## config.mk

```make
export PLATFORM = sky130hd
export DESIGN_NAME = rtfe_queue
export DESIGN_NICKNAME = d
export VERILOG_FILES = /design/src/sv/rtfe_pkg.sv /design/src/sv/rtfe_queue.sv
export SDC_FILE = /design/constraint.sdc
export NUM_CORES = 1
export LEC_CHECK = 0
export ABC_AREA = 1
export CORE_MARGIN = 2
export CORE_UTILIZATION = 25
export CTS_CLUSTER_SIZE = 8
export DETAILED_ROUTE_END_ITERATION = 12
export DONT_BUFFER_PORTS = 1
export SYNTH_ARGS = -nofsm -noshare
export SYNTH_HDL_FRONTEND = slang
export SYNTH_SLANG_ARGS = --single-unit
```

## constraint.sdc

```tcl
create_clock -name clk -period 2.5 [get_ports clk]
set_input_delay 0.375 -clock clk [delete_from_list [all_inputs] [get_ports clk]]
set_output_delay 0.375 -clock clk [all_outputs]
set_load 0.03 [all_outputs]
```

## src/sv/rtfe_pkg.sv

```systemverilog
// ----------------------------------------------------------------------------
// rtfe_pkg
// Shared types and constants for the RF temperature frame encoder.
// ----------------------------------------------------------------------------
package rtfe_pkg;

  // Field widths
  localparam int unsigned READING_W = 12;
  localparam int unsigned MAG_W     = 11;   // clamped magnitude, at most 2000
  localparam int unsigned PADDR_W   = 4;    // four 32-bit registers
  localparam int unsigned PDATA_W   = 32;

  // Line format
  localparam int unsigned FRAME_BYTES    = 9;
  localparam int unsigned FRAME_BITS     = 8 * FRAME_BYTES;
  localparam int unsigned PREAMBLE_BITS  = 16;
  localparam int unsigned POSTAMBLE_BITS = 8;
  localparam int unsigned MSG_BITS       = PREAMBLE_BITS + FRAME_BITS + POSTAMBLE_BITS;
  localparam int unsigned MSG_UNITS      = 4 * MSG_BITS;
  localparam int unsigned POS_W          = $clog2(MSG_UNITS);
  localparam int unsigned BIT_IDX_W      = POS_W - 2;
  localparam int unsigned FBIT_W         = $clog2(FRAME_BITS);

  localparam int unsigned PAUSE_UNITS_DEF = 16;
  localparam int unsigned QUEUE_DEPTH     = 2;

  // Reading limits
  localparam logic signed [READING_W-1:0] READING_MIN = -12'sd880;
  localparam logic signed [READING_W-1:0] READING_MAX = 12'sd2000;

  // Frame constants
  localparam logic [3:0] BATT_LOW_NIBBLE = 4'hC;
  localparam logic [7:0] NEG_MARK        = 8'h08;
  localparam logic [7:0] CHECK_BIAS      = 8'h0A;

  // Register reset values
  localparam logic [15:0] SENSOR_TYPE_RST  = 16'd6701;
  localparam logic [7:0]  CHANNEL_CODE_RST = 8'd32;
  localparam logic [7:0]  ROLLING_ID_RST   = 8'd187;
  localparam logic        BATTERY_OK_RST   = 1'b0;

  typedef enum logic [1:0] {
    REG_SENSOR_TYPE  = 2'd0,
    REG_CHANNEL_CODE = 2'd1,
    REG_ROLLING_ID   = 2'd2,
    REG_BATTERY_OK   = 2'd3
  } cfg_reg_t;

  typedef struct packed {
    logic [15:0] sensor_type;
    logic [7:0]  channel_code;
    logic [7:0]  rolling_id;
    logic        battery_ok;
  } cfg_t;

  // What the front decided an item is
  typedef enum logic [1:0] {
    OP_IDLE   = 2'd0,   // tick with nothing to send
    OP_START  = 2'd1,   // new transmission
    OP_IGNORE = 2'd2,   // start while busy, dropped
    OP_UNIT   = 2'd3    // one line unit of an active transmission
  } op_code_t;

  typedef struct packed {
    op_code_t         op;
    logic             last;
    logic             quiet;   // unit lies in the gap between messages
    logic [POS_W-1:0] pos;     // unit position within one message
    logic             neg;
    logic [MAG_W-1:0] mag;
  } q_entry_t;

  typedef struct packed {
    logic line_level;
    logic busy_res;
    logic frame_end;
    logic start_ignored;
  } res_t;

endpackage

```

## src/sv/rtfe_queue.sv

```systemverilog
// ----------------------------------------------------------------------------
// rtfe_queue
// Small register FIFO decoupling the front from the back.
// ----------------------------------------------------------------------------
module rtfe_queue import rtfe_pkg::*; #(
  parameter int unsigned DEPTH = QUEUE_DEPTH
) (
  input  logic     clk,
  input  logic     rst_n,
  input  logic     push_valid,
  output logic     push_ready,
  input  q_entry_t push_entry,
  output logic     pop_valid,
  input  logic     pop_ready,
  output q_entry_t pop_entry
);

  localparam int unsigned PTR_W = (DEPTH > 1) ? $clog2(DEPTH) : 1;
  localparam int unsigned CNT_W = $clog2(DEPTH + 1);
  localparam logic [PTR_W-1:0] LAST_PTR = PTR_W'(DEPTH - 1);
  localparam logic [CNT_W-1:0] FULL_CNT = CNT_W'(DEPTH);

  q_entry_t         entry_r [DEPTH];
  logic [PTR_W-1:0] wr_ptr_r, wr_ptr_nxt;
  logic [PTR_W-1:0] rd_ptr_r, rd_ptr_nxt;
  logic [CNT_W-1:0] count_r, count_nxt;
  logic             push, pop;

  assign push_ready = (count_r != FULL_CNT);
  assign pop_valid  = (count_r != '0);
  assign pop_entry  = entry_r[rd_ptr_r];
  assign push       = push_valid & push_ready;
  assign pop        = pop_valid & pop_ready;

  always_comb begin
    wr_ptr_nxt = wr_ptr_r;
    rd_ptr_nxt = rd_ptr_r;
    count_nxt  = count_r;
    if (push) begin
      wr_ptr_nxt = (wr_ptr_r == LAST_PTR) ? '0 : wr_ptr_r + 1'b1;
    end
    if (pop) begin
      rd_ptr_nxt = (rd_ptr_r == LAST_PTR) ? '0 : rd_ptr_r + 1'b1;
    end
    if (push && !pop) begin
      count_nxt = count_r + 1'b1;
    end else if (pop && !push) begin
      count_nxt = count_r - 1'b1;
    end
  end

  always_ff @(posedge clk) begin
    if (!rst_n) begin
      wr_ptr_r <= '0;
      rd_ptr_r <= '0;
      count_r  <= '0;
    end else begin
      wr_ptr_r <= wr_ptr_nxt;
      rd_ptr_r <= rd_ptr_nxt;
      count_r  <= count_nxt;
    end
  end

  always_ff @(posedge clk) begin
    if (push) begin
      entry_r[wr_ptr_r] <= push_entry;
    end
  end

  a_count_bound: assert property (@(posedge clk) disable iff (!rst_n)
    count_r <= FULL_CNT)
    else $error("queue count overflow");

  a_ptr_gap: assert property (@(posedge clk) disable iff (!rst_n)
    (count_r == '0 || count_r == FULL_CNT) |-> wr_ptr_r == rd_ptr_r)
    else $error("queue pointers disagree with count");

  a_count_track: assert property (@(posedge clk) disable iff (!rst_n)
    (push && !pop) |=> count_r == $past(count_r) + 1'b1)
    else $error("queue count missed a push");

endmodule

```

==> key figures, run 1 <==
Power and ir drop
  • Register share of total power: 0.481
  • Net Sw Power: 841 uW
  • LEAKAGE: 0.836 nW
  • Peak supply drop: 246 uV
  • Cell-internal power: 1.72 mW
  • Pwr/cell area: 1070 mW/mm^2
  • Clock share of power: 0.224
  • Switching part of the total: 0.329
  • Gate power share: 0.296

STA
  • Min Tclk post-route: 1.96 ns
  • F_max: 0.510 GHz
  • Worst Setup Slack, final: 0.538 ns
  • Hold Violations, Final: 0
  • Tcrit/Tclk final: 0.785
  • Pins Over Slew Limit: 0
  • Layout Skew: 0.00512 ns
  • Unrepaired setup endpoints after global routing: no
  • Setup tns final: 0 ns
  • Slew HR: 0.768
  • Slew of the pin with the lowest slew margin: 0.347 ns
  • Endpoints failing setup: 0

Floorplan
  • Core footprint: 0.00830 sq mm
  • Io pins: 56
  • Die area: 0.00937 sq mm
  • Chip Width: 96.8 um
  • Die height: 96.8 um
  • Initial Util: 0.259
  • Rows: 33

Logic synthesis
  • Cells after Synth: 115
  • Syn_nets: 145
  • Largest cells by area after synthesis: edfxtp_1 70%, mux2_4 14%, dfxtp_1 4.7%
  • Count of warnings emitted by yosys: 0
  • Mapped cell area: 0.00215 sq mm
  • Mapped Avg Cell Area: 18.7 sq um
  • Seq/Total Area, Yosys: 0.744
  • Synthesis-stage register bit count: 55
  • Yosys top cell area share: 0.698
  • Netlist cell types: 17
  • Synth area leader: edfxtp_1

Detailed routing
  • Remaining DRCs: 0
  • Final ANT Viol Nets: 0
  • M1 WL: 1190 um
  • Routed length per instance: 15.3 um
  • Overall via count from detail_route: 931
  • Final wirelength: 3520 um
  • Routed met2 length: 1810 um
  • Drt pass-1 iters: 4
  • DRC marker count from the first detailed-route iteration: 25
  • Vias per cell: 4.05
  • Highest Signal Layer: met4
  • Met3 WL: 449 um

Job
  • Total of max-cap violations: 0

Cells and area
  • Most common cell after layout, fill and taps aside: edfxtp_1
  • Fillers: 821
  • Final #Nets: 154
  • Final instance area: 0.00239 sq mm
  • Area grow syn2layout: 10.9%
  • Diode count: 0
  • Layout cells sized above 1: 0.336
  • Commonest non-fill, non-tap cells in the layout: 50 x edfxtp_1, 20 x mux2_4, 8 x nand2_1

Critical path
  • Endpoint class of the critical path: output port
  • CP max FO: 14
  • Worst-path cell chain: buf_4 > mux2_4
  • Setup CP Type: reg -> out
  • Critical path arrival: 1.59 ns
  • CP max stage cell: dfxtp_2
  • Worst setup SP type: flop
  • WP data required: 2.12 ns
  • Worst path max stage delay: 0.54 ns

GRT
  • Gr usage total: 0.0786
  • Vias in the first global route: 969
  • Global route total overflow: 0
  • Initial antenna violation count: 0
  • Largest net degree at the start of global routing: 18
  • First-pass GRT wire length: 5570 um

Clock tree
  • Total CTS buffers: 5
  • Post-CTS Resized: 0
  • CTS tree: yes
  • # hold bufs at CTS: 0
  • Max Buffers Root-to-Sink: 2
  • Root buffer cell: clkbuf_8
  • Worst-skew pair later-pin latency: 0.30 ns
  • H-tree levels: 2
  • Worst-path clk slew: 0.09 ns
  • Clock net sink count: 55
  • Post-CTS setup buffer count: 0

Place
  • GPL Wtd Cong: 0.654
  • IO buf count: 0
  • Placed Area: 0.00228 sq mm
  • Post-DP HPWL: 2670 um
  • Pre-CTS setup slack: 0.818 ns

Worst hold path
  • Worst min path class: in -> reg

Outcome
  • Status: finished clean
## power by group through the flow
| stage | Clock (mW) | Sequential [mW] | Combinational (mW) |
|---|---|---|---|
| after floorplan | 0 | 1.22 | 0.727 |
| after global placement | 0 | 1.25 | 0.779 |
| after detailed placement | 0 | 1.26 | 0.783 |
| after CTS | 0.593 | 1.23 | 0.783 |
| after global routing | 0.631 | 1.25 | 0.820 |
| final | 0.572 | 1.23 | 0.756 |
## routing by layer
| layer | GRT usage | vias to the layer above |
|---|---|---|
| met5 | 0 | - |
| li1 | - | 435 |
| met1 | 0.0777 | 452 |
| met3 | 0.0477 | 7 |
| met2 | 0.133 | 37 |
| met4 | 0.0325 | 0 |
## per-stage QoR
step	util	cells	hold WS, ns	power [mW]
floorplan	-	115	0.467	1.95
global placement	0.274	222	0.474	2.03
detailed placement	0.274	222	0.474	2.04
CTS	0.288	230	0.150	2.61
global route	0.288	230	0.137	2.70
finish	0.288	230	0.159	2.56
## cells by family after synthesis
logic type | synth area share
and+or+nand+nor | 0.0360
buffers and inverters | 0.0378
DFF | 0.744
muxes | 0.166
AOI/OAI and AO/OA | 0.0105
adders and majority gates | 0.00581
## Yosys cell counts, drive strengths merged
| master | n |
|---|---|
| a21oi | 1 |
| buf | 3 |
| dfxtp | 5 |
| edfxtp | 50 |
| ha | 1 |
| inv | 8 |
| mux2 | 25 |
| nand2 | 9 |
| nand3 | 1 |
| nand4 | 1 |
| nor2 | 8 |
| o21a | 1 |
| o21ai | 2 |
## sequential cells by signal, indices dropped and copies added, names as in the netlist, named ones only
signal    flops
wr_ptr_r      1
count_r       2
rd_ptr_r      1
entry_r      50
## path summary, 6_finish.rpt
| path | from | to | slack [ns] | depth (start not counted) |
|---|---|---|---|---|
| max | flop | pop_entry[2] | 0.54 | 2 |
| min | push_entry[15] | entry_r[0][15] | 0.16 | 0 |
| max reg2reg | count_r[0] | count_r[1] | 0.84 | 10 |
| min reg2reg | wr_ptr_r | wr_ptr_r | 0.52 | 2 |
## area by class of cell
type,count,area [sq um],share of cell area
tap,105,131,0.0551
clock buffer,6,72.6,0.0304
multi-input combinational,49,474,0.199
inverter,8,30.0,0.0126
sequential,55,1600,0.672
timing repair buffer,5,37.5,0.0157
clock inverter,2,37.5,0.0157
## worst max-delay path, delay by kind of cell, from the launching register on
kind | cells | cell delay (ns)
muxes | 1 | 0.39
buffers and inverters | 1 | 0.34
DFF | 1 | 0.54
Power figures use the tool's default switching activity.
==> inputs of run 2 (changes only) <==
--- a/config.mk
+++ b/config.mk
@@ -5,7 +5,7 @@
 export SDC_FILE = /design/constraint.sdc
 export NUM_CORES = 1
 export LEC_CHECK = 0
-export ABC_AREA = 1
+export ABC_AREA = 0
 export CORE_MARGIN = 2
 export CORE_UTILIZATION = 25
 export CTS_CLUSTER_SIZE = 8
==> constraint.sdc (replaced) <==
create_clock -name clk -period 2 [get_ports clk]
set_input_delay 0.3 -clock clk [delete_from_list [all_inputs] [get_ports clk]]
set_output_delay 0.3 -clock clk [all_outputs]
set_load 0.03 [all_outputs]
==> run 2 against run 1 <==
  * Cell count fell by 7.8%
  * Utilization rose by 0.79 points
  * Sequential cell count did not move
  * Sequential share of layout area rose by 2.3 points
  * Die area fell by 5.0%
  * Setup slack got worse by 0.31 ns
  * Via count fell by 3.1%
  * First-iteration DRC count rose by 8.0%
  * Synthesized cell count fell by 11%
  * Cell area fell by 3.4%
  * Non-clock buffer count fell by 2
==> key figures, run 2 <==
Outcome
  • Status: finished clean

Cells and area
  • Final #Nets: 139
  • Diode count: 0
  • Largest Register: entry_r
  • Most common cell after layout, fill and taps aside: edfxtp_1
  • Area grow syn2layout: 13.0%
  • Fillers: 764
  • Layout cells sized above 1: 0.355
  • Max reg flops: 50
  • Final Util: 0.295
  • Commonest non-fill, non-tap cells in the layout: 50 x edfxtp_1, 25 x mux2_2, 5 x dfxtp_1, 5 x clkbuf_8, 4 x and2_1
  • Finished Layout Cells: 212
  • Top Registers: entry_r x50, count_r x2

GRT
  • Global route total overflow: 0
  • Gr usage total: 0.0807
  • First-pass GRT wire length: 5150 um
  • Vias in the first global route: 980
  • Initial antenna violation count: 0
  • Largest net degree at the start of global routing: 22

Critical path
  • Worst path max stage delay: 0.50 ns
  • R2r worst-path depth: 5
  • Worst setup SP type: flop
  • WP data required: 1.70 ns
  • Critical path arrival: 1.47 ns
  • CP max stage cell: dfxtp_1
  • Endpoint class of the critical path: output port
  • RR Startpoint: count_r[0]
  • RR Endpoint: count_r[1]
  • Setup CP Type: reg -> out
  • Worst-path cell chain: buf_12 > mux2_2
  • R2r setup slk: 0.31 ns
  • CP max FO: 21

Logic synthesis
  • Fraction of registers with async set/reset: 0
  • Main combinational cell family by area after synthesis: multiplexers
  • Count of warnings emitted by yosys: 0
  • Main synth FF type: edfxtp_1
  • Synth Area in XOR/XNOR: 0.0129
  • Mapped Avg Cell Area: 20.0 sq um
  • Post-synthesis compound-gate area fraction: 0.0172
  • Syn_nets: 132
  • Yosys top cell area share: 0.736
  • Synth Area in Simple Gates: 0.0319
  • Cells after Synth: 102
  • Synthesis-stage register bit count: 55
  • Netlist cell types: 19
  • Post-synth EDFFs: 50
  • Largest cells by area after synthesis: edfxtp_1 74%, mux2_2 14%, dfxtp_1 4.9%
  • Count leader, synth: edfxtp_1
  • Most frequent cells after synthesis: 50 x edfxtp_1, 25 x mux2_2, 5 x dfxtp_1
  • Adder-Cell Fraction of Synth Area: 0.00613
  • Seq/Total Area, Yosys: 0.785
  • Mux cell area share after synthesis: 0.138
  • Mapped cell area: 0.00204 sq mm
  • Synth area leader: edfxtp_1

Detailed routing
  • Remaining DRCs: 0
  • Final ANT Viol Nets: 0
  • Overall via count from detail_route: 902
  • Vias per cell: 4.25
  • Drt pass-1 iters: 4
  • DRC marker count from the first detailed-route iteration: 27
  • Routed length per instance: 16.1 um
  • Final wirelength: 3410 um

Clock tree
  • # hold bufs at CTS: 0
  • Root buffer cell: clkbuf_8
  • Worst-path clk slew: 0.10 ns
  • Max Buffers Root-to-Sink: 2
  • Worst-skew pair later-pin latency: 0.30 ns
  • H-tree levels: 2
  • Post-CTS Resized: 0
  • Total CTS buffers: 5
  • Post-CTS setup buffer count: 0
  • Clock net sink count: 55
  • CTS tree: yes

Power and ir drop
  • Gate power share: 0.315
  • Pwr/cell area: 1340 mW/mm^2
  • Clock share of power: 0.194
  • Switching part of the total: 0.345
  • Net Sw Power: 1.06 mW
  • Peak supply drop: 582 uV
  • LEAKAGE: 0.735 nW
  • Cell-internal power: 2.02 mW
  • Register share of total power: 0.491

Place
  • IO buf count: 0
  • Pre-CTS setup slack: 0.324 ns
  • Placed cells: 204
  • GPL Wtd Cong: 0.640
  • Post-DP HPWL: 2490 um

Worst hold path
  • Endpoint of the worst hold path: entry_r[0][1]
  • Worst min path class: in -> reg
  • Hold Crit Start: push_entry[1]
  • Hold Path Stages: 0

STA
  • Tcrit/Tclk final: 0.885
  • Hold Violations, Final: 0
  • Pins Over Slew Limit: 0
  • Endpoints failing setup: 0
  • Worst Setup Slack, final: 0.229 ns
  • Unrepaired setup endpoints after global routing: no
  • Slew of the pin with the lowest slew margin: 0.318 ns
  • Layout Skew: 0.00987 ns
  • F_max: 0.565 GHz
  • Min Tclk post-route: 1.77 ns
  • Slew HR: 0.788
  • Setup tns final: 0 ns

Floorplan
  • Core footprint: 0.00781 sq mm
  • Die area: 0.00890 sq mm
  • Initial Util: 0.261
  • Chip Width: 94.4 um
  • Io pins: 56
  • Rows: 32
  • Die height: 94.4 um

Job
  • Total of max-cap violations: 0
==> run 2: cell type report <==
type / instances / area, sq um / share of cell area
well taps: 102 / 128 / 0.0553
clock buffers: 5 / 68.8 / 0.0298
multi-input cells: 43 / 420 / 0.182
repair buffers: 3 / 60.1 / 0.0260
inverters: 1 / 3.75 / 0.00163
clock inverters: 3 / 23.8 / 0.0103
flip-flops and latches: 55 / 1600 / 0.695
==> run 2: critical path, delay by kind of cell, from the launching register on <==
family / cells / cell delay [ns]
flops: 1 / 0.50
mux: 1 / 0.45
buf+inv: 1 / 0.22
==> run 2: cells by family after synthesis <==
kind of cell               count (synthesis)
adders and majority gates                  1
xor gates and xnor gates                   3
and+or+nand+nor                            9
buffers and inverters                      4
AOI/OAI and AO/OA                          5
muxes                                     25
DFF                                       55
==> run 2: power groups by stage <==
stage / clock network, mW / logic (mW) / registers (mW)
global route: 0.673 / 1.03 / 1.53
detailed placement: 0 / 0.987 / 1.54
floorplan: 0 / 0.832 / 1.51
global placement: 0 / 0.957 / 1.53
finish: 0.597 / 0.971 / 1.51
CTS: 0.624 / 0.992 / 1.52
==> run 2: per-stage QoR <==
step / power (mW) / hold WS (ns) / cell area (sq um)
3_3_place_gp: 2.48 / 0.399 / 2210
6_report: 3.08 / 0.0853 / 2310
2_1_floorplan: 2.34 / 0.399 / 2040
5_1_grt: 3.24 / 0.0556 / 2310
4_1_cts: 3.13 / 0.0704 / 2310
3_5_place_dp: 2.53 / 0.399 / 2210
==> run 2: worst max path at each step <==
stage / from / endpoint / slack [ns] / depth (start not counted)
2_1_floorplan: count_r[0] / entry_r[1][0] / 0.31 / 2
3_3_place_gp: count_r[0] / count_r[1] / 0.42 / 5
3_5_place_dp: count_r[0] / count_r[1] / 0.32 / 5
4_1_cts: flop / pop_entry[5] / 0.20 / 2
5_1_grt: flop / pop_entry[10] / 0.15 / 2
6_report: flop / pop_entry[10] / 0.23 / 2
==> run 2: metal layers <==
layer / up-vias / GRT usage / wire length [um]
li1: 401 / - / -
met1: 456 / 0.0736 / 1160
met2: 35 / 0.150 / 1860
met3: 10 / 0.0327 / 300
met4: 0 / 0.0459 / 93
met5: - / 0 / 0
==> inputs of run 3 (changes only) <==
--- a/config.mk
+++ b/config.mk
@@ -5,12 +5,13 @@
 export SDC_FILE = /design/constraint.sdc
 export NUM_CORES = 1
 export LEC_CHECK = 0
-export ABC_AREA = 0
+export ABC_AREA = 1
 export CORE_MARGIN = 2
 export CORE_UTILIZATION = 25
 export CTS_CLUSTER_SIZE = 8
 export DETAILED_ROUTE_END_ITERATION = 12
 export DONT_BUFFER_PORTS = 1
+export REMOVE_ABC_BUFFERS = 1
 export SYNTH_ARGS = -nofsm -noshare
 export SYNTH_HDL_FRONTEND = slang
 export SYNTH_SLANG_ARGS = --single-unit
==> run 3 against run 2 <==
  * Utilization decreased by 0.36 points
  * Combinational power increased by 1%
  * Largest cell class unchanged
  * Fmax shrank 0.94%
  * Critical path type unchanged
==> key figures, run 3 (synthesized netlist as in run 1, its figures left out) <==
Critical path
  • CP max FO: 12
  • R2r worst-path depth: 10
  • Critical path arrival: 1.49 ns
  • Setup CP Type: reg -> out
  • R2r setup slk: 0.34 ns
  • Worst-path cell chain: buf_4 > mux2_4
  • Endpoint class of the critical path: output port
  • WP data required: 1.70 ns
  • Worst setup SP type: flop
  • Worst path max stage delay: 0.59 ns
  • RR Endpoint: count_r[1]
  • Buf/Inv on CP: 1
  • Worst path top cell family by delay: flip-flops
  • CP max stage cell: dfxtp_2
  • RR Startpoint: count_r[0]

Cells and area
  • Max reg flops: 50
  • Final #Nets: 155
  • Top Registers: entry_r x50, count_r x2
  • Finished Layout Cells: 231
  • Area grow syn2layout: 12.5%
  • Most common cell after layout, fill and taps aside: edfxtp_1
  • Layout cells sized above 1: 0.349
  • Commonest non-fill, non-tap cells in the layout: 50 x edfxtp_1, 20 x mux2_4, 8 x nand2_1
  • Fillers: 818
  • Diode count: 0
  • Final instance area: 0.00242 sq mm
  • Largest Register: entry_r

Clock tree
  • Worst-skew pair later-pin latency: 0.31 ns
  • # hold bufs at CTS: 0
  • Root buffer cell: clkbuf_8
  • Clock net sink count: 55
  • Max Buffers Root-to-Sink: 2
  • Post-CTS Resized: 0
  • Total CTS buffers: 5
  • Post-CTS setup buffer count: 0
  • CTS tree: yes
  • H-tree levels: 2
  • Worst-path clk slew: 0.10 ns

GRT
  • Global route total overflow: 0
  • First-pass GRT wire length: 5410 um
  • Initial antenna violation count: 0
  • Vias in the first global route: 995
  • Largest net degree at the start of global routing: 19
  • Gr usage total: 0.0769

Worst hold path
  • Worst min path class: in -> reg
  • Hold Crit Start: push_entry[7]
  • Hold Path Stages: 0
  • Endpoint of the worst hold path: entry_r[1][7]

Detailed routing
  • Drt pass-1 iters: 4
  • Final ANT Viol Nets: 0
  • Routed length per instance: 14.9 um
  • Remaining DRCs: 0
  • Overall via count from detail_route: 944
  • Vias per cell: 4.09
  • DRC marker count from the first detailed-route iteration: 26
  • Final wirelength: 3450 um

Floorplan
  • Initial Util: 0.259
  • Chip Width: 96.8 um
  • Io pins: 56
  • Core footprint: 0.00830 sq mm
  • Die height: 96.8 um
  • Die area: 0.00937 sq mm
  • Rows: 33

Place
  • Placed Area: 0.00231 sq mm
  • IO buf count: 0
  • Post-DP HPWL: 2400 um
  • GPL Wtd Cong: 0.624
  • Placed cells: 223

STA
  • Hold Violations, Final: 0
  • Layout Skew: 0.00924 ns
  • Slew HR: 0.734
  • WHS: 0.0808 ns
  • Endpoints failing setup: 0
  • Slew of the pin with the lowest slew margin: 0.399 ns
  • Pins Over Slew Limit: 0
  • Setup tns final: 0 ns
  • Unrepaired setup endpoints after global routing: no
  • Min Tclk post-route: 1.79 ns
  • Tcrit/Tclk final: 0.894
  • F_max: 0.559 GHz

Job
  • Total of max-cap violations: 0

Power and ir drop
  • Peak supply drop: 542 uV
  • Tot Pwr: 3.27 mW
  • Pwr/cell area: 1350 mW/mm^2
  • LEAKAGE: 0.849 nW

Outcome
  • Status: finished clean
run 3: cell count changes in the layout (fill, tap and decap cells not counted), moves of 5 or more:
cell,change
mux2_4,+20
nor2_1,+6
buf_4,+5
mux2_2,-20
nand2_1,+8
inv_1,+6
run 3: final cells by class:
| cell class | instances | area, sq um | share of cell area |
|---|---|---|---|
| clock inverter | 3 | 46.3 | 0.0191 |
| tap | 105 | 131 | 0.0543 |
| sequential | 55 | 1600 | 0.662 |
| multi-input combinational | 49 | 484 | 0.200 |
| timing repair buffer | 6 | 57.6 | 0.0238 |
| inverter | 8 | 30.0 | 0.0124 |
| clock buffer | 5 | 68.8 | 0.0284 |
run 3: metrics by stage:
stage	util	setup WS [ns]
6_report	0.292	0.212
5_1_grt	0.292	0.109
4_1_cts	0.292	0.162
3_5_place_dp	0.278	0.360
3_3_place_gp	0.278	0.411
2_1_floorplan	-	-0.243
run 3: worst max-delay path by stage:
| stage | slack (ns) | cells past startpoint | end | start |
|---|---|---|---|---|
| 2_1_floorplan | -0.24 | 4 | entry_r[0][0] | count_r[0] |
| 3_3_place_gp | 0.41 | 5 | entry_r[1][1] | count_r[0] |
| 3_5_place_dp | 0.36 | 10 | count_r[1] | count_r[0] |
| 4_1_cts | 0.16 | 2 | pop_entry[12] | flop |
| 5_1_grt | 0.11 | 2 | pop_entry[12] | flop |
| 6_report | 0.21 | 2 | pop_entry[12] | flop |
run 3: per-layer routing:
layer	share of wire	vias to the layer above	track usage
li1	-	437	-
met1	0.40	463	0.0839
met2	0.50	38	0.129
met3	0.092	6	0.0397
met4	0.015	0	0.0260
met5	0	-	0
run 3: worst register-to-register path: stages, from the launching register on:
cell	delay (ns)
dfxtp_1	0.34
inv_2	0.09
nand2_1	0.22
nand2_2	0.22
inv_1	0.08
ha_1	0.32
inv_1	0.08
nand3_1	0.07
nand2_1	0.06
inv_1	0.03
nor2_1	0.09
run 3: power breakdown:
part	leakage (nW)	total (mW)	switching (mW)	internal, mW
Combinational	0.286	0.982	0.641	0.341
Clock	0.0548	0.742	0.364	0.377
Sequential	0.508	1.54	0.0867	1.46
Total	0.849	3.27	1.09	2.17
